--- src/sv/gpwf_pkg.sv ---
// Package for the weighted GNSS position filter: codes, fixed constants,
// the window control struct and the cosine table builder.
// No dependencies.
package gpwf_pkg;

    // Result codes
    localparam logic [1:0] VERDICT_ACCEPT  = 2'd0;
    localparam logic [1:0] VERDICT_LOW_Q   = 2'd1;
    localparam logic [1:0] VERDICT_OUTLIER = 2'd2;
    localparam logic [1:0] VERDICT_CLEARED = 2'd3;

    // Register indexes
    localparam logic REG_REJECT_DIST = 1'b0;
    localparam logic REG_MIN_SATS    = 1'b1;

    // Serial arithmetic operations
    typedef logic t_op;
    localparam t_op OP_MUL = 1'b0;
    localparam t_op OP_DIV = 1'b1;

    // Scale constants
    localparam logic [31:0] M_PER_DEG_LAT = 32'd111132;
    localparam logic [31:0] M_PER_DEG_LON = 32'd111319;
    localparam logic [31:0] DY_DIVISOR    = 32'd100000;
    localparam logic [31:0] DX_DIVISOR    = 32'd3276800000;
    localparam logic [31:0] LAT_LIMIT     = 32'd900000000;
    localparam logic [31:0] LAT_HALF      = 32'd450000000;
    localparam logic [63:0] DIST_SAT      = 64'h0000_0000_8000_0000;
    localparam logic [22:0] CM_PER_M      = 23'd100;

    // Series constants for the cosine table, Q30
    localparam longint Q30_ONE     = 64'sd1073741824;
    localparam longint HALF_PI_Q30 = 64'sd1686629713;
    localparam longint SERIES_DIVS [7] = '{182, 132, 90, 56, 30, 12, 2};

    typedef struct packed {
        logic wr;
        logic sum_clr;
        logic sum_en;
    } t_win_ctrl;

    // Cosine of an angle given in Q30 radians, result in Q1.15.
    // Used only to build the constant table.
    function automatic logic [15:0] cos_from_x(input longint x);
        longint x2;
        longint t;
        x2 = x * x / Q30_ONE;
        t  = Q30_ONE;
        for (int k = 0; k < 7; k++) begin
            t = Q30_ONE - (x2 * t / Q30_ONE) / SERIES_DIVS[k];
        end
        if (t < 0) begin
            t = 0;
        end
        return 16'((t * 32768 + Q30_ONE / 2) / Q30_ONE);
    endfunction

endpackage

--- src/sv/gnss_position_weighted_filter.sv ---
// Top level of the weighted GNSS position filter: sequencer, cosine table,
// held position and output register. Depends on gpwf_pkg, gpwf_window and
// gpwf_serial_unit.
//
//  Channel | Handshake                  | Contents
//  --------+----------------------------+-----------------------------------
//  in      | i_in_valid / o_in_ready    | command or one fix
//  out     | o_out_valid / i_out_ready  | verdict, held position, time, fill
//  cfg     | i_cfg_we                   | reject distance, minimum satellites
//
// A clear or a low-quality fix goes straight from idle to the emit state. An accepted
// first point is written to the window, summed and divided twice; the sum runs over
// fill entries, fill being the points in the window once the fix is written. A later
// point first passes the distance test of six multiplies and three divides, and an
// outlier goes from it to the emit state. Each multiply is 32 steps and each divide 64
// steps of the one bit-serial unit that every step shares.
// Reset is synchronous and active low; it empties the window and restores
// the register defaults. The input is taken only while the sequencer is
// idle; a result waits in the output register, and a new transfer is taken
// meanwhile, its own result held back until the register frees.
module gnss_position_weighted_filter #(
    parameter int WINDOW_DEPTH    = 5,
    parameter int COS_TABLE_DEPTH = 91
) (
    input  logic               i_clk,
    input  logic               i_rst_n,
    // configuration
    input  logic               i_cfg_we,
    input  logic               i_cfg_index,
    input  logic [15:0]        i_cfg_data,
    // input channel
    input  logic               i_in_valid,
    output logic               o_in_ready,
    input  logic               i_command,
    input  logic signed [30:0] i_fix_latitude,
    input  logic signed [31:0] i_fix_longitude,
    input  logic [6:0]         i_satellite_count,
    input  logic               i_gga_seen,
    input  logic [31:0]        i_fix_time,
    // output channel
    output logic               o_out_valid,
    input  logic               i_out_ready,
    output logic [1:0]         o_verdict,
    output logic signed [30:0] o_filtered_latitude,
    output logic signed [31:0] o_filtered_longitude,
    output logic [31:0]        o_position_time,
    output logic [2:0]         o_window_fill,
    output logic               o_first_in_session
);
    import gpwf_pkg::*;

    localparam int FILL_W   = $clog2(WINDOW_DEPTH + 1);
    localparam int IDX_W    = (WINDOW_DEPTH > 1) ? $clog2(WINDOW_DEPTH) : 1;
    localparam int SW_MAX   = WINDOW_DEPTH * (WINDOW_DEPTH + 1) / 2;
    localparam int SW_W     = $clog2(SW_MAX + 1);
    localparam int SUM_W    = 32 + SW_W;
    localparam int CIDX_W   = $clog2(COS_TABLE_DEPTH);
    localparam int COS_SPAN = COS_TABLE_DEPTH - 1;

    // Sequencer states
    localparam logic [3:0] S_IDLE     = 4'd0;
    localparam logic [3:0] S_IDX_MUL  = 4'd1;
    localparam logic [3:0] S_IDX_DIV  = 4'd2;
    localparam logic [3:0] S_DY_MUL   = 4'd3;
    localparam logic [3:0] S_DY_DIV   = 4'd4;
    localparam logic [3:0] S_DX_MUL1  = 4'd5;
    localparam logic [3:0] S_DX_MUL2  = 4'd6;
    localparam logic [3:0] S_DX_DIV   = 4'd7;
    localparam logic [3:0] S_SQ_X     = 4'd8;
    localparam logic [3:0] S_SQ_Y     = 4'd9;
    localparam logic [3:0] S_WRITE    = 4'd10;
    localparam logic [3:0] S_SUM      = 4'd11;
    localparam logic [3:0] S_DIV_LAT  = 4'd12;
    localparam logic [3:0] S_DIV_LON  = 4'd13;
    localparam logic [3:0] S_EMIT     = 4'd14;

    // Control state
    logic [3:0]        r_state, n_state;
    logic [15:0]       r_cfg_dist;
    logic [6:0]        r_cfg_sats;
    logic [FILL_W-1:0] r_fill, n_fill;
    logic              r_session, n_session;
    logic signed [30:0] r_held_lat, n_held_lat;
    logic signed [31:0] r_held_lon, n_held_lon;
    logic [31:0]       r_held_time, n_held_time;
    logic              r_out_valid, n_out_valid;
    logic              r_start, n_start;

    // Working registers
    t_op               r_uop, n_uop;
    logic [63:0]       r_ua, n_ua;
    logic [31:0]       r_ub, n_ub;
    logic signed [30:0] r_lat, n_lat;
    logic signed [31:0] r_lon, n_lon;
    logic [31:0]       r_time, n_time;
    logic [22:0]       r_lim, n_lim;
    logic [45:0]       r_lim2, n_lim2;
    logic [CIDX_W-1:0] r_cidx, n_cidx;
    logic [15:0]       r_cos, n_cos;
    logic [31:0]       r_dy, n_dy;
    logic [63:0]       r_sq, n_sq;
    logic [FILL_W-1:0] r_cnt, n_cnt;
    logic [SW_W-1:0]   r_sw, n_sw;
    logic [1:0]        r_verdict, n_verdict;
    logic              r_first, n_first;

    // Output register
    logic [1:0]        r_out_verdict;
    logic signed [30:0] r_out_lat;
    logic signed [31:0] r_out_lon;
    logic [31:0]       r_out_time;
    logic [2:0]        r_out_fill;
    logic              r_out_first;
    logic              w_load_out;

    // Datapath nets
    logic              w_in_xfer;
    t_win_ctrl         w_win_ctrl;
    logic signed [SUM_W-1:0] w_sum_lat;
    logic signed [SUM_W-1:0] w_sum_lon;
    logic [SUM_W-1:0]  w_mag_lat;
    logic [SUM_W-1:0]  w_mag_lon;
    logic              w_u_done;
    logic [63:0]       w_u_res;
    logic [30:0]       w_alat;
    logic [30:0]       w_alat_sat;
    logic signed [31:0] w_dlat;
    logic [31:0]       w_dlat_abs;
    logic signed [32:0] w_dlon;
    logic [32:0]       w_dlon_abs;
    logic [31:0]       w_dx_sat;
    logic [63:0]       w_dist2;
    logic [45:0]       w_lim_sq;
    logic [15:0]       w_cos_rom [COS_TABLE_DEPTH];

    // Cosine of the mean latitude, built at elaboration from the series.
    for (genvar g = 0; g < COS_TABLE_DEPTH; g++) begin : g_cos
        localparam longint X = longint'(g) * HALF_PI_Q30 / COS_SPAN;
        assign w_cos_rom[g] = cos_from_x(X);
    end

    function automatic logic [31:0] sat_dist(input logic [63:0] v);
        return (v > DIST_SAT) ? DIST_SAT[31:0] : v[31:0];
    endfunction

    gpwf_window #(
        .WINDOW_DEPTH (WINDOW_DEPTH),
        .FILL_W       (FILL_W),
        .IDX_W        (IDX_W),
        .SUM_W        (SUM_W)
    ) u_window (
        .i_clk     (i_clk),
        .i_ctrl    (w_win_ctrl),
        .i_fill    (r_fill),
        .i_rd_idx  (r_cnt[IDX_W-1:0]),
        .i_weight  (r_cnt + FILL_W'(1)),
        .i_lat     (r_lat),
        .i_lon     (r_lon),
        .o_sum_lat (w_sum_lat),
        .o_sum_lon (w_sum_lon)
    );

    gpwf_serial_unit u_arith (
        .i_clk    (i_clk),
        .i_rst_n  (i_rst_n),
        .i_start  (r_start),
        .i_op     (r_uop),
        .i_a      (r_ua),
        .i_b      (r_ub),
        .o_done   (w_u_done),
        .o_result (w_u_res)
    );

    assign o_in_ready = (r_state == S_IDLE);
    assign w_in_xfer  = i_in_valid && o_in_ready;

    // Distances are taken from the held mean, which is always the weighted
    // mean of the current window.
    assign w_alat     = r_held_lat[30] ? 31'(-r_held_lat) : 31'(r_held_lat);
    assign w_alat_sat = (w_alat > LAT_LIMIT[30:0]) ? LAT_LIMIT[30:0] : w_alat;
    assign w_dlat     = 32'(r_lat) - 32'(r_held_lat);
    assign w_dlat_abs = w_dlat[31] ? 32'(-w_dlat) : 32'(w_dlat);
    assign w_dlon     = 33'(r_lon) - 33'(r_held_lon);
    assign w_dlon_abs = w_dlon[32] ? 33'(-w_dlon) : 33'(w_dlon);
    assign w_dx_sat   = sat_dist(w_u_res);
    assign w_dist2    = r_sq + w_u_res;
    assign w_lim_sq   = {23'd0, r_lim} * {23'd0, r_lim};
    assign w_mag_lat  = w_sum_lat[SUM_W-1] ? SUM_W'(-w_sum_lat) : SUM_W'(w_sum_lat);
    assign w_mag_lon  = w_sum_lon[SUM_W-1] ? SUM_W'(-w_sum_lon) : SUM_W'(w_sum_lon);
    assign w_load_out = (r_state == S_EMIT) && (!r_out_valid || i_out_ready);

    always_comb begin
        n_state     = r_state;
        n_fill      = r_fill;
        n_session   = r_session;
        n_held_lat  = r_held_lat;
        n_held_lon  = r_held_lon;
        n_held_time = r_held_time;
        n_out_valid = r_out_valid && !i_out_ready;
        n_start     = 1'b0;
        n_uop       = r_uop;
        n_ua        = r_ua;
        n_ub        = r_ub;
        n_lat       = r_lat;
        n_lon       = r_lon;
        n_time      = r_time;
        n_lim       = r_lim;
        n_lim2      = r_lim2;
        n_cidx      = r_cidx;
        n_cos       = r_cos;
        n_dy        = r_dy;
        n_sq        = r_sq;
        n_cnt       = r_cnt;
        n_sw        = r_sw;
        n_verdict   = r_verdict;
        n_first     = r_first;
        w_win_ctrl  = '0;

        case (r_state)
            S_IDLE: begin
                if (w_in_xfer) begin
                    n_lat   = i_fix_latitude;
                    n_lon   = i_fix_longitude;
                    n_time  = i_fix_time;
                    n_lim   = 23'(r_cfg_dist) * CM_PER_M;
                    n_first = 1'b0;
                    if (i_command) begin
                        n_fill    = '0;
                        n_session = 1'b0;
                        n_verdict = VERDICT_CLEARED;
                        n_state   = S_EMIT;
                    end else if (!i_gga_seen || (i_satellite_count < r_cfg_sats)) begin
                        n_verdict = VERDICT_LOW_Q;
                        n_state   = S_EMIT;
                    end else if (r_fill == '0) begin
                        n_state = S_WRITE;
                    end else begin
                        // Table index: scaled mean latitude, rounded half up.
                        n_start = 1'b1;
                        n_uop   = OP_MUL;
                        n_ua    = 64'(w_alat_sat);
                        n_ub    = 32'(COS_SPAN);
                        n_state = S_IDX_MUL;
                    end
                end
            end
            S_IDX_MUL: begin
                n_lim2 = w_lim_sq;
                if (w_u_done) begin
                    n_start = 1'b1;
                    n_uop   = OP_DIV;
                    n_ua    = w_u_res + 64'(LAT_HALF);
                    n_ub    = LAT_LIMIT;
                    n_state = S_IDX_DIV;
                end
            end
            S_IDX_DIV: begin
                if (w_u_done) begin
                    n_cidx  = w_u_res[CIDX_W-1:0];
                    n_start = 1'b1;
                    n_uop   = OP_MUL;
                    n_ua    = 64'(w_dlat_abs);
                    n_ub    = M_PER_DEG_LAT;
                    n_state = S_DY_MUL;
                end
            end
            S_DY_MUL: begin
                n_cos = w_cos_rom[r_cidx];
                if (w_u_done) begin
                    n_start = 1'b1;
                    n_uop   = OP_DIV;
                    n_ua    = w_u_res;
                    n_ub    = DY_DIVISOR;
                    n_state = S_DY_DIV;
                end
            end
            S_DY_DIV: begin
                if (w_u_done) begin
                    n_dy    = sat_dist(w_u_res);
                    n_start = 1'b1;
                    n_uop   = OP_MUL;
                    n_ua    = 64'(w_dlon_abs);
                    n_ub    = M_PER_DEG_LON;
                    n_state = S_DX_MUL1;
                end
            end
            S_DX_MUL1: begin
                if (w_u_done) begin
                    n_start = 1'b1;
                    n_uop   = OP_MUL;
                    n_ua    = w_u_res;
                    n_ub    = 32'(r_cos);
                    n_state = S_DX_MUL2;
                end
            end
            S_DX_MUL2: begin
                if (w_u_done) begin
                    n_start = 1'b1;
                    n_uop   = OP_DIV;
                    n_ua    = w_u_res;
                    n_ub    = DX_DIVISOR;
                    n_state = S_DX_DIV;
                end
            end
            S_DX_DIV: begin
                if (w_u_done) begin
                    n_start = 1'b1;
                    n_uop   = OP_MUL;
                    n_ua    = 64'(w_dx_sat);
                    n_ub    = w_dx_sat;
                    n_state = S_SQ_X;
                end
            end
            S_SQ_X: begin
                if (w_u_done) begin
                    n_sq    = w_u_res;
                    n_start = 1'b1;
                    n_uop   = OP_MUL;
                    n_ua    = 64'(r_dy);
                    n_ub    = r_dy;
                    n_state = S_SQ_Y;
                end
            end
            S_SQ_Y: begin
                if (w_u_done) begin
                    if (w_dist2 > 64'(r_lim2)) begin
                        n_verdict = VERDICT_OUTLIER;
                        n_state   = S_EMIT;
                    end else begin
                        n_state = S_WRITE;
                    end
                end
            end
            S_WRITE: begin
                w_win_ctrl.wr      = 1'b1;
                w_win_ctrl.sum_clr = 1'b1;
                if (r_fill < FILL_W'(WINDOW_DEPTH)) begin
                    n_fill = r_fill + FILL_W'(1);
                end
                n_cnt   = '0;
                n_sw    = '0;
                n_state = S_SUM;
            end
            S_SUM: begin
                // One window entry per cycle, weight = position + 1.
                if (r_cnt < r_fill) begin
                    w_win_ctrl.sum_en = 1'b1;
                    n_sw  = r_sw + SW_W'(r_cnt) + SW_W'(1);
                    n_cnt = r_cnt + FILL_W'(1);
                end else begin
                    n_start = 1'b1;
                    n_uop   = OP_DIV;
                    n_ua    = 64'(w_mag_lat) + 64'(r_sw >> 1);
                    n_ub    = 32'(r_sw);
                    n_state = S_DIV_LAT;
                end
            end
            S_DIV_LAT: begin
                if (w_u_done) begin
                    n_held_lat = w_sum_lat[SUM_W-1] ? 31'(~w_u_res[30:0] + 31'd1)
                                                    : w_u_res[30:0];
                    n_start = 1'b1;
                    n_uop   = OP_DIV;
                    n_ua    = 64'(w_mag_lon) + 64'(r_sw >> 1);
                    n_ub    = 32'(r_sw);
                    n_state = S_DIV_LON;
                end
            end
            S_DIV_LON: begin
                if (w_u_done) begin
                    n_held_lon  = w_sum_lon[SUM_W-1] ? 32'(~w_u_res[31:0] + 32'd1)
                                                     : w_u_res[31:0];
                    n_held_time = r_time;
                    n_first     = !r_session;
                    n_session   = 1'b1;
                    n_verdict   = VERDICT_ACCEPT;
                    n_state     = S_EMIT;
                end
            end
            S_EMIT: begin
                if (w_load_out) begin
                    n_out_valid = 1'b1;
                    n_state     = S_IDLE;
                end
            end
            default: begin
                n_state = S_IDLE;
            end
        endcase
    end

    // Control state
    always_ff @(posedge i_clk) begin
        if (!i_rst_n) begin
            r_state     <= S_IDLE;
            r_cfg_dist  <= 16'd10;
            r_cfg_sats  <= 7'd4;
            r_fill      <= '0;
            r_session   <= 1'b0;
            r_held_lat  <= '0;
            r_held_lon  <= '0;
            r_held_time <= '0;
            r_out_valid <= 1'b0;
            r_start     <= 1'b0;
        end else begin
            r_state     <= n_state;
            r_fill      <= n_fill;
            r_session   <= n_session;
            r_held_lat  <= n_held_lat;
            r_held_lon  <= n_held_lon;
            r_held_time <= n_held_time;
            r_out_valid <= n_out_valid;
            r_start     <= n_start;
            if (i_cfg_we) begin
                case (i_cfg_index)
                    REG_REJECT_DIST: r_cfg_dist <= i_cfg_data;
                    REG_MIN_SATS:    r_cfg_sats <= i_cfg_data[6:0];
                    default: begin
                    end
                endcase
            end
        end
    end

    // Working and output registers
    always_ff @(posedge i_clk) begin
        r_uop     <= n_uop;
        r_ua      <= n_ua;
        r_ub      <= n_ub;
        r_lat     <= n_lat;
        r_lon     <= n_lon;
        r_time    <= n_time;
        r_lim     <= n_lim;
        r_lim2    <= n_lim2;
        r_cidx    <= n_cidx;
        r_cos     <= n_cos;
        r_dy      <= n_dy;
        r_sq      <= n_sq;
        r_cnt     <= n_cnt;
        r_sw      <= n_sw;
        r_verdict <= n_verdict;
        r_first   <= n_first;
        if (w_load_out) begin
            r_out_verdict <= r_verdict;
            r_out_lat     <= r_held_lat;
            r_out_lon     <= r_held_lon;
            r_out_time    <= r_held_time;
            r_out_fill    <= 3'(r_fill);
            r_out_first   <= r_first;
        end
    end

    assign o_out_valid          = r_out_valid;
    assign o_verdict            = r_out_verdict;
    assign o_filtered_latitude  = r_out_lat;
    assign o_filtered_longitude = r_out_lon;
    assign o_position_time      = r_out_time;
    assign o_window_fill        = r_out_fill;
    assign o_first_in_session   = r_out_first;

endmodule

--- src/sv/gpwf_serial_unit.sv ---
// Shared bit-serial arithmetic unit: shift-add multiply (32 steps) and
// restoring divide (64 steps). Depends on gpwf_pkg.
module gpwf_serial_unit (
    input  logic           i_clk,
    input  logic           i_rst_n,
    input  logic           i_start,
    input  gpwf_pkg::t_op  i_op,
    input  logic [63:0]    i_a,
    input  logic [31:0]    i_b,
    output logic           o_done,
    output logic [63:0]    o_result
);
    import gpwf_pkg::*;

    logic        r_busy;
    logic        r_done;
    t_op         r_op;
    logic [5:0]  r_cnt;
    logic [63:0] r_a;
    logic [31:0] r_b;
    logic [63:0] r_acc;
    logic [31:0] r_rem;

    logic [32:0] w_shift;
    logic        w_ge;
    logic        w_last;

    assign w_shift = {r_rem, r_a[63]};
    assign w_ge    = w_shift >= {1'b0, r_b};
    assign w_last  = (r_op == OP_MUL) ? (r_cnt == 6'd31) : (r_cnt == 6'd63);

    always_ff @(posedge i_clk) begin
        if (!i_rst_n) begin
            r_busy <= 1'b0;
            r_done <= 1'b0;
        end else begin
            r_done <= 1'b0;
            if (i_start) begin
                r_busy <= 1'b1;
            end else if (r_busy && w_last) begin
                r_busy <= 1'b0;
                r_done <= 1'b1;
            end
        end
    end

    always_ff @(posedge i_clk) begin
        if (i_start) begin
            r_op  <= i_op;
            r_cnt <= '0;
            r_a   <= i_a;
            r_b   <= i_b;
            r_acc <= '0;
            r_rem <= '0;
        end else if (r_busy) begin
            r_cnt <= r_cnt + 6'd1;
            if (r_op == OP_MUL) begin
                if (r_b[0]) begin
                    r_acc <= r_acc + r_a;
                end
                r_a <= {r_a[62:0], 1'b0};
                r_b <= {1'b0, r_b[31:1]};
            end else begin
                r_rem <= w_ge ? 32'(w_shift - {1'b0, r_b}) : w_shift[31:0];
                r_a   <= {r_a[62:0], w_ge};
            end
        end
    end

    assign o_done   = r_done;
    assign o_result = (r_op == OP_DIV) ? r_a : r_acc;

endmodule

--- src/sv/gpwf_window.sv ---
// Point window: latitude and longitude stores that fill and then roll,
// plus the weighted-sum accumulators. Depends on gpwf_pkg.
module gpwf_window #(
    parameter int WINDOW_DEPTH = 5,
    parameter int FILL_W       = 3,
    parameter int IDX_W        = 3,
    parameter int SUM_W        = 38
) (
    input  logic                     i_clk,
    input  gpwf_pkg::t_win_ctrl      i_ctrl,
    input  logic [FILL_W-1:0]        i_fill,
    input  logic [IDX_W-1:0]         i_rd_idx,
    input  logic [FILL_W-1:0]        i_weight,
    input  logic signed [30:0]       i_lat,
    input  logic signed [31:0]       i_lon,
    output logic signed [SUM_W-1:0]  o_sum_lat,
    output logic signed [SUM_W-1:0]  o_sum_lon
);
    import gpwf_pkg::*;

    logic signed [30:0] r_lat [WINDOW_DEPTH];
    logic signed [31:0] r_lon [WINDOW_DEPTH];
    logic signed [SUM_W-1:0] r_sum_lat;
    logic signed [SUM_W-1:0] r_sum_lon;

    logic signed [FILL_W+31:0] w_prod_lat;
    logic signed [FILL_W+32:0] w_prod_lon;

    assign w_prod_lat = $signed({1'b0, i_weight}) * r_lat[i_rd_idx];
    assign w_prod_lon = $signed({1'b0, i_weight}) * r_lon[i_rd_idx];

    always_ff @(posedge i_clk) begin
        if (i_ctrl.wr) begin
            if (i_fill < FILL_W'(WINDOW_DEPTH)) begin
                r_lat[i_fill[IDX_W-1:0]] <= i_lat;
                r_lon[i_fill[IDX_W-1:0]] <= i_lon;
            end else begin
                for (int i = 0; i < WINDOW_DEPTH - 1; i++) begin
                    r_lat[i] <= r_lat[i+1];
                    r_lon[i] <= r_lon[i+1];
                end
                r_lat[WINDOW_DEPTH-1] <= i_lat;
                r_lon[WINDOW_DEPTH-1] <= i_lon;
            end
        end
    end

    always_ff @(posedge i_clk) begin
        if (i_ctrl.sum_clr) begin
            r_sum_lat <= '0;
            r_sum_lon <= '0;
        end else if (i_ctrl.sum_en) begin
            r_sum_lat <= r_sum_lat + SUM_W'(w_prod_lat);
            r_sum_lon <= r_sum_lon + SUM_W'(w_prod_lon);
        end
    end

    assign o_sum_lat = r_sum_lat;
    assign o_sum_lon = r_sum_lon;

endmodule
--- config.mk ---
export PLATFORM = sky130hd
export DESIGN_NAME = gnss_position_weighted_filter
export DESIGN_NICKNAME = d
export VERILOG_FILES = /design/src/sv/gpwf_pkg.sv /design/src/sv/gnss_position_weighted_filter.sv /design/src/sv/gpwf_serial_unit.sv /design/src/sv/gpwf_window.sv
export SDC_FILE = /design/constraint.sdc
export NUM_CORES = 2
export LEC_CHECK = 0
export BUFFER_PORTS_ARGS = -buffer_cell sky130_fd_sc_hd__buf_2
export CAP_MARGIN = 20
export CORE_ASPECT_RATIO = 0.7
export CORE_MARGIN = 5
export CORE_UTILIZATION = 35
export DETAILED_ROUTE_END_ITERATION = 8
export PLACE_DENSITY = 0.49
export SYNTH_ARGS = -nofsm -noshare
export SYNTH_HDL_FRONTEND = slang
export SYNTH_SLANG_ARGS = --single-unit
--- constraint.sdc ---
create_clock -name i_clk -period 15.4 [get_ports i_clk]
set_input_delay 3.08 -clock i_clk [delete_from_list [all_inputs] [get_ports i_clk]]
set_output_delay 3.08 -clock i_clk [all_outputs]
set_load 0.05 [all_outputs]
; ---- Word-level counts from Yosys, hierarchy flattened
; Memory sizes are Yosys's and may differ from the RTL's. A register that Yosys moved wholly into a read port is not among the register bits.
; Cells that the tools add are included.
[word_totals]
ff_bits = 870
mem_bits_rw = 315
romBits = 2048
inputBits = 126
output_inout_bits = 103
wordCells = 296
memories = 3
[mem_list]
columns = memory, depth, width, rd, rd_ports_with_merged_regs, write_ports, line
row1 = (no name shown), 128, 16, 1, 1, 0, gnss_position_weighted_filter.sv:268  ; n_cos = w_cos_rom[r_cidx];
row2 = u_window.r_lon, 5, 32, 5, 1, 5, gpwf_window.sv:22  ; logic signed [31:0] r_lon [WINDOW_DEPTH];
row3 = u_window.r_lat, 5, 31, 5, 1, 5, gpwf_window.sv:21  ; logic signed [30:0] r_lat [WINDOW_DEPTH];
[classes]
addsub = 22
multipliers = 4
order_cmp = 7
n_eq_ne = 42
mux = 123
bitwise_logic = 6
n_reduce_logical = 48
[op_table]
columns = op, count
row1 = $mux 64, 15
row2 = $mux 32, 22
row3 = $pmux 64 s9, 1
row4 = $pmux 32 s11, 1
row5 = $add 64x64->64, 2
row6 = $mux 31, 4
row7 = $add 36x3->37, 2
row8 = $mux 36, 2
row9 = $mux 4, 18
row10 = $neg 36->36, 2
row11 = $add 64x29->64 const B, 1
row12 = $gt 64x32->1 const B, 1
row13 = $gt 64x46->1, 1
row14 = $pmux 4 s15, 1
row15 = $mul 21x21->42, 1
row16 = $add 36x35->36, 1
row17 = $add 36x36->36, 1
row18 = $mul 4x32->36, 1
row19 = $mul 4x31->35, 1
row20 = $mux 1, 34
row21 = $ge 33x32->1, 1
row22 = $mux 33, 1
row23 = $neg 33->33, 1
row24 = $sub 32x32->33, 1
row25 = 61 further kinds, 136

; ---- Logic depth before layout (Yosys ltp)
[logic_depth]
depth_word = 9
ltp_mapped = 36
depth_no_buf = 29

; ---- Cells and area by module
; A second synthesis with hierarchy kept.
[hier_totals]
cells_unflattened = 10432
hier_area_um2 = 101907.7
[modules_own_cells]
columns = module, instances, cells_per_inst, area_each_um2
row1 = gnss_position_weighted_filter, 1, 5965, 54488.5
row2 = gpwf_window, 1, 2877, 33405.8
row3 = gpwf_serial_unit, 1, 1590, 14013.4

; ---- Least setup slack after synthesis
; No wires, ideal clock.
[synth_timing]
path_type = input port to flip-flop
startpoint = input i_out_ready
endpoint = register r_out_lat[0], in the netlist o_filtered_latitude[0] (enable)
arrival_ns = 9.959
t_required_ns = 14.716
setup_slack_ns = 4.757
path_stages = 2
path_cell_list = nor2b_1 > nor3_1
[synth_via]
elab_chain_len = 2
[synth_lines]
columns = item, line
row1 = from (decl), gnss_position_weighted_filter.sv:42  ; input logic i_out_ready,
row2 = $logic_or 1x1->1, gnss_position_weighted_filter.sv:190  ; assign w_load_out = (r_state == S_EMIT) && (!r_out_valid || i_out_ready);
row3 = $logic_and 1x1->1, gnss_position_weighted_filter.sv:190
row4 = via w_load_out, gnss_position_weighted_filter.sv:114  ; logic w_load_out;
row5 = to (signal assigned), gnss_position_weighted_filter.sv:445  ; r_out_lat <= r_held_lat;
row6 = to (decl), gnss_position_weighted_filter.sv:109  ; logic signed [30:0] r_out_lat;
; The timed path passes the listed nets, and every way through them passes these cells.
; A chain may end at the register's enable or synchronous reset.

; ---- Final worst setup path
[layout_timing]
startpoint = register u_arith.r_op
endpoint = register r_verdict[1] (enable)
[layout_via]
elab_chain_len = 5
[layout_lines]
columns = item, line
row1 = from (decl), gpwf_serial_unit.sv:17  ; t_op r_op;
row2 = from (signal assigned), gpwf_serial_unit.sv:49  ; r_op <= i_op;
row3 = $mux 64, gpwf_serial_unit.sv:71  ; assign o_result = (r_op == OP_DIV) ? r_a : r_acc;
row4 = via u_arith.o_result[1], gpwf_serial_unit.sv:11  ; output logic [63:0] o_result
row5 = $add 64x64->64, gnss_position_weighted_filter.sv:186  ; assign w_dist2 = r_sq + w_u_res;
row6 = $gt 64x46->1, gnss_position_weighted_filter.sv:326  ; if (w_dist2 > 64'(r_lim2)) begin
row7 = $ne 2x2->1 (no source line), -
row8 = $reduce_and 6->1 (no source line), -
row9 = to (signal assigned), gnss_position_weighted_filter.sv:441  ; r_verdict <= n_verdict;
row10 = to (decl), gnss_position_weighted_filter.sv:104  ; logic [1:0] r_verdict, n_verdict;
; The timed path passes the listed nets, and every way through them passes these cells.

==> impl_metrics.json <==
{
  "fin_crit_ns": 8.47,
  "path_class": "flop to flop",
  "crit_start": "u_arith.r_op",
  "ant_nets": 0,
  "antenna_found_initial": 47,
  "clock_latency_ns": 0.85,
  "grt_pass1_wl_um": 506000,
  "hold_violations": 0,
  "hp-class": "flop to flop",
  "fp.dieW_um": 653,
  "hold_path.startpoint": "r_held_time[6]",
  "gp_congestion": 0.958,
  "post-dp-hpwl_um": 263000,
  "start_kind": "flop",
  "cts_resized": 0,
  "setup_viol": 0,
  "crit_arrival_ns": 8.95,
  "gr-total-overflow": 0,
  "ys_ff_latch": 1392,
  "finalNetCount": 11646,
  "cts_max_path_buffers": 4,
  "synth_area_sq_mm": 0.101,
  "tightest_slew_ns": 1.19,
  "grt_pass1_vias": 74432,
  "drc_errors": 0,
  "utilization_pct": 39.1,
  "avgRoutedWirePerCell_um": 23.9,
  "fmax_ghz": 0.118,
  "synth_edf_count": 1085,
  "cts_hold_buffers": 0,
  "end_kind": "flop",
  "tns_ns": 0,
  "synth_cell_type_count": 89,
  "final_cell_mix": "edfxtp_1 (1,085), inv_1 (1,064), nand2_1 (970)",
  "grt_use_total_pct": 22.3,
  "cap_violations": 0,
  "worstPathRequired_ns": 15.88,
  "cts_buffers": 160,
  "yosysWarnings": 0,
  "async_reset_ff_share_pct": 0,
  "drv_slew": 0,
  "rsz0062_at_grt": "false",
  "worst-path-max-fanout": 109,
  "syn_to_final_growth_pct": 11.3,
  "syn-instance-count": 10145,
  "core_area_sq_mm": 0.288,
  "status": "completed",
  "cpMostUsedCell": "o21ai_0",
  "routed-via-count": 77626,
  "r2r-start": "u_arith.r_op",
  "crit_path_max_incr_delay_ns": 0.66,
  "rows": 165,
  "firstDrtPassIters": 6,
  "skew_ns": 0.0880,
  "clk_pin_slew_ns": 0.07,
  "die_h_um": 460,
  "drt_iter0_markers": 7733,
  "cts.htree.levels": 4,
  "ys.flop_type": "edfxtp_1",
  "viasPerCell": 5.40,
  "ios": 229,
  "wl_um": 344000,
  "postCtsSetupBuffers": 0,
  "final_common_cell": "edfxtp_1",
  "io_buffers": 228,
  "synth.avg_cell_area_sq_um": 9.97,
  "final_layout_size_suffix_gt1_share_pct": 9.50,
  "cts_tree": "yes",
  "grt_max_degree": 172,
  "max_slew_margin_pct": 20.0,
  "root_buffer": "clkbuf_16",
  "finalCritPeriodShare_pct": 55.0,
  "die-area_sq_mm": 0.300,
  "clkSinkCount": 1392,
  "start_util_pct": 35.1,
  "yosysSeqAreaShare_pct": 38.3,
  "crit_slowest_cell": "mux2i_1"
}
Yosys cell counts, drive strengths merged (18+ instances only):
library cell / instances / share of area [%]
o221ai: 18 / 0.16
o21a: 47 / 0.35
clkbuf: 403 / 1.5
a31oi: 75 / 0.46
a21o: 434 / 3.2
dfxtp: 307 / 6.1
o21bai: 58 / 0.43
nor3: 163 / 0.81
o21ai: 504 / 2.5
a21boi: 73 / 0.54
and3: 70 / 0.43
o41ai: 23 / 0.22
or2: 91 / 0.56
a211oi: 81 / 0.60
mux2i: 169 / 1.7
nor3b: 20 / 0.15
a31o: 18 / 0.16
and4: 22 / 0.19
nand2b: 86 / 0.54
nor4: 61 / 0.38
ha: 659 / 8.1
a21oi: 633 / 3.1
o211ai: 51 / 0.38
edfxtp: 1085 / 32
nand4: 77 / 0.48
mux2: 81 / 0.90
a221oi: 43 / 0.48
nor2b: 193 / 1.2
nor2: 581 / 2.2
fa: 461 / 9.1
and2: 197 / 1.2
nand3: 135 / 0.67
or4: 28 / 0.21
xor2: 172 / 1.5
a22oi: 25 / 0.19
or3: 53 / 0.33
o31ai: 62 / 0.46
nand2: 972 / 3.6
buf: 65 / 0.28
o22ai: 39 / 0.24
inv: 1067 / 4.0
mux4: 129 / 2.9
xnor2: 359 / 3.1
sequential cells by signal, summed over array words and instances, names as in the netlist, 32 cells and up, named ones only:
name                  count
u_arith.r_rem            32
u_arith.r_b              32
u_window.o_sum_lat       36
r_dy                     32
u_window.o_sum_lon       36
r_lon                    32
u_window.r_lon          256
r_time                   32
u_window.r_lat          248
r_ua                     64
r_sq                     64
r_held_time              32
u_arith.r_acc            64
r_held_lon               32
o_filtered_longitude     32
r_ub                     32
r_lim2                   41
o_position_time          32
u_arith.r_a              64
cell families (layout without fill, tap and decap cells):
family,count (synthesis),count (layout),synth area share (%)
AND/OR/NAND/NOR,2801,2801,13.4
adder cells (fa/ha/maj),1120,1120,17.3
AO/OA/AOI/OAI,2382,2382,15.3
other,1,215,0.00371
multiplexers,379,379,5.44
XOR/XNOR,531,531,4.60
buffers and inverters,1539,1722,5.74
flip-flops,1392,1392,38.3
final cells by class:
class | instances | area, sq um
clock buffer | 191 | 4230
antenna | 26 | 65.1
clock inverter | 87 | 810
sequential | 1392 | 38700
inverter | 1071 | 4030
fill | 28638 | 176000
multi-input combinational | 7402 | 57600
timing repair buffer | 373 | 2340
tap | 3841 | 4810
per-layer routing:
| layer | global-route usage, % | routed length (um) | vias up |
|---|---|---|---|
| met3 | 5.87 | 30500 | 345 |
| met2 | 30.6 | 136000 | 2563 |
| met5 | 0 | 114 | - |
| met4 | 4.30 | 6940 | 18 |
| li1 | - | - | 36252 |
| met1 | 34.8 | 171000 | 38448 |
critical path: cells and delay by family (launching register included):
kind | cells | cell delay (ns)
AOI/OAI and AO/OA | 15 | 3.30
xor gates and xnor gates | 1 | 0.17
adders and majority gates | 2 | 0.66
buffers and inverters | 2 | 0.71
DFF | 1 | 0.37
muxes | 1 | 0.66
and+or+nand+nor | 8 | 2.16
final timing paths:
check / end / slack [ns] / cells after the start
worst max-delay path: r_verdict[1] / 6.93 / 29
worst min-delay path: o_position_time[6] / 0.42 / 0
worst max register to register: r_verdict[1] / 6.93 / 29
worst min register to register: o_position_time[6] / 0.42 / 0
per-stage QoR:
stage	cell area [sq um]	instances	worst slack (ns)	hold WS, ns
2_1_floorplan	102000	10333	4.76	0.400
3_3_place_gp	107000	14068	7.26	0.411
3_5_place_dp	107000	14070	7.09	0.417
4_1_cts	112000	14348	7.02	0.418
5_1_grt	113000	14358	6.39	0.432
6_report	113000	14383	6.93	0.422
Power is not shown: default switching activity piles up to over one toggle a cycle in this logic, so the estimate is an artifact.
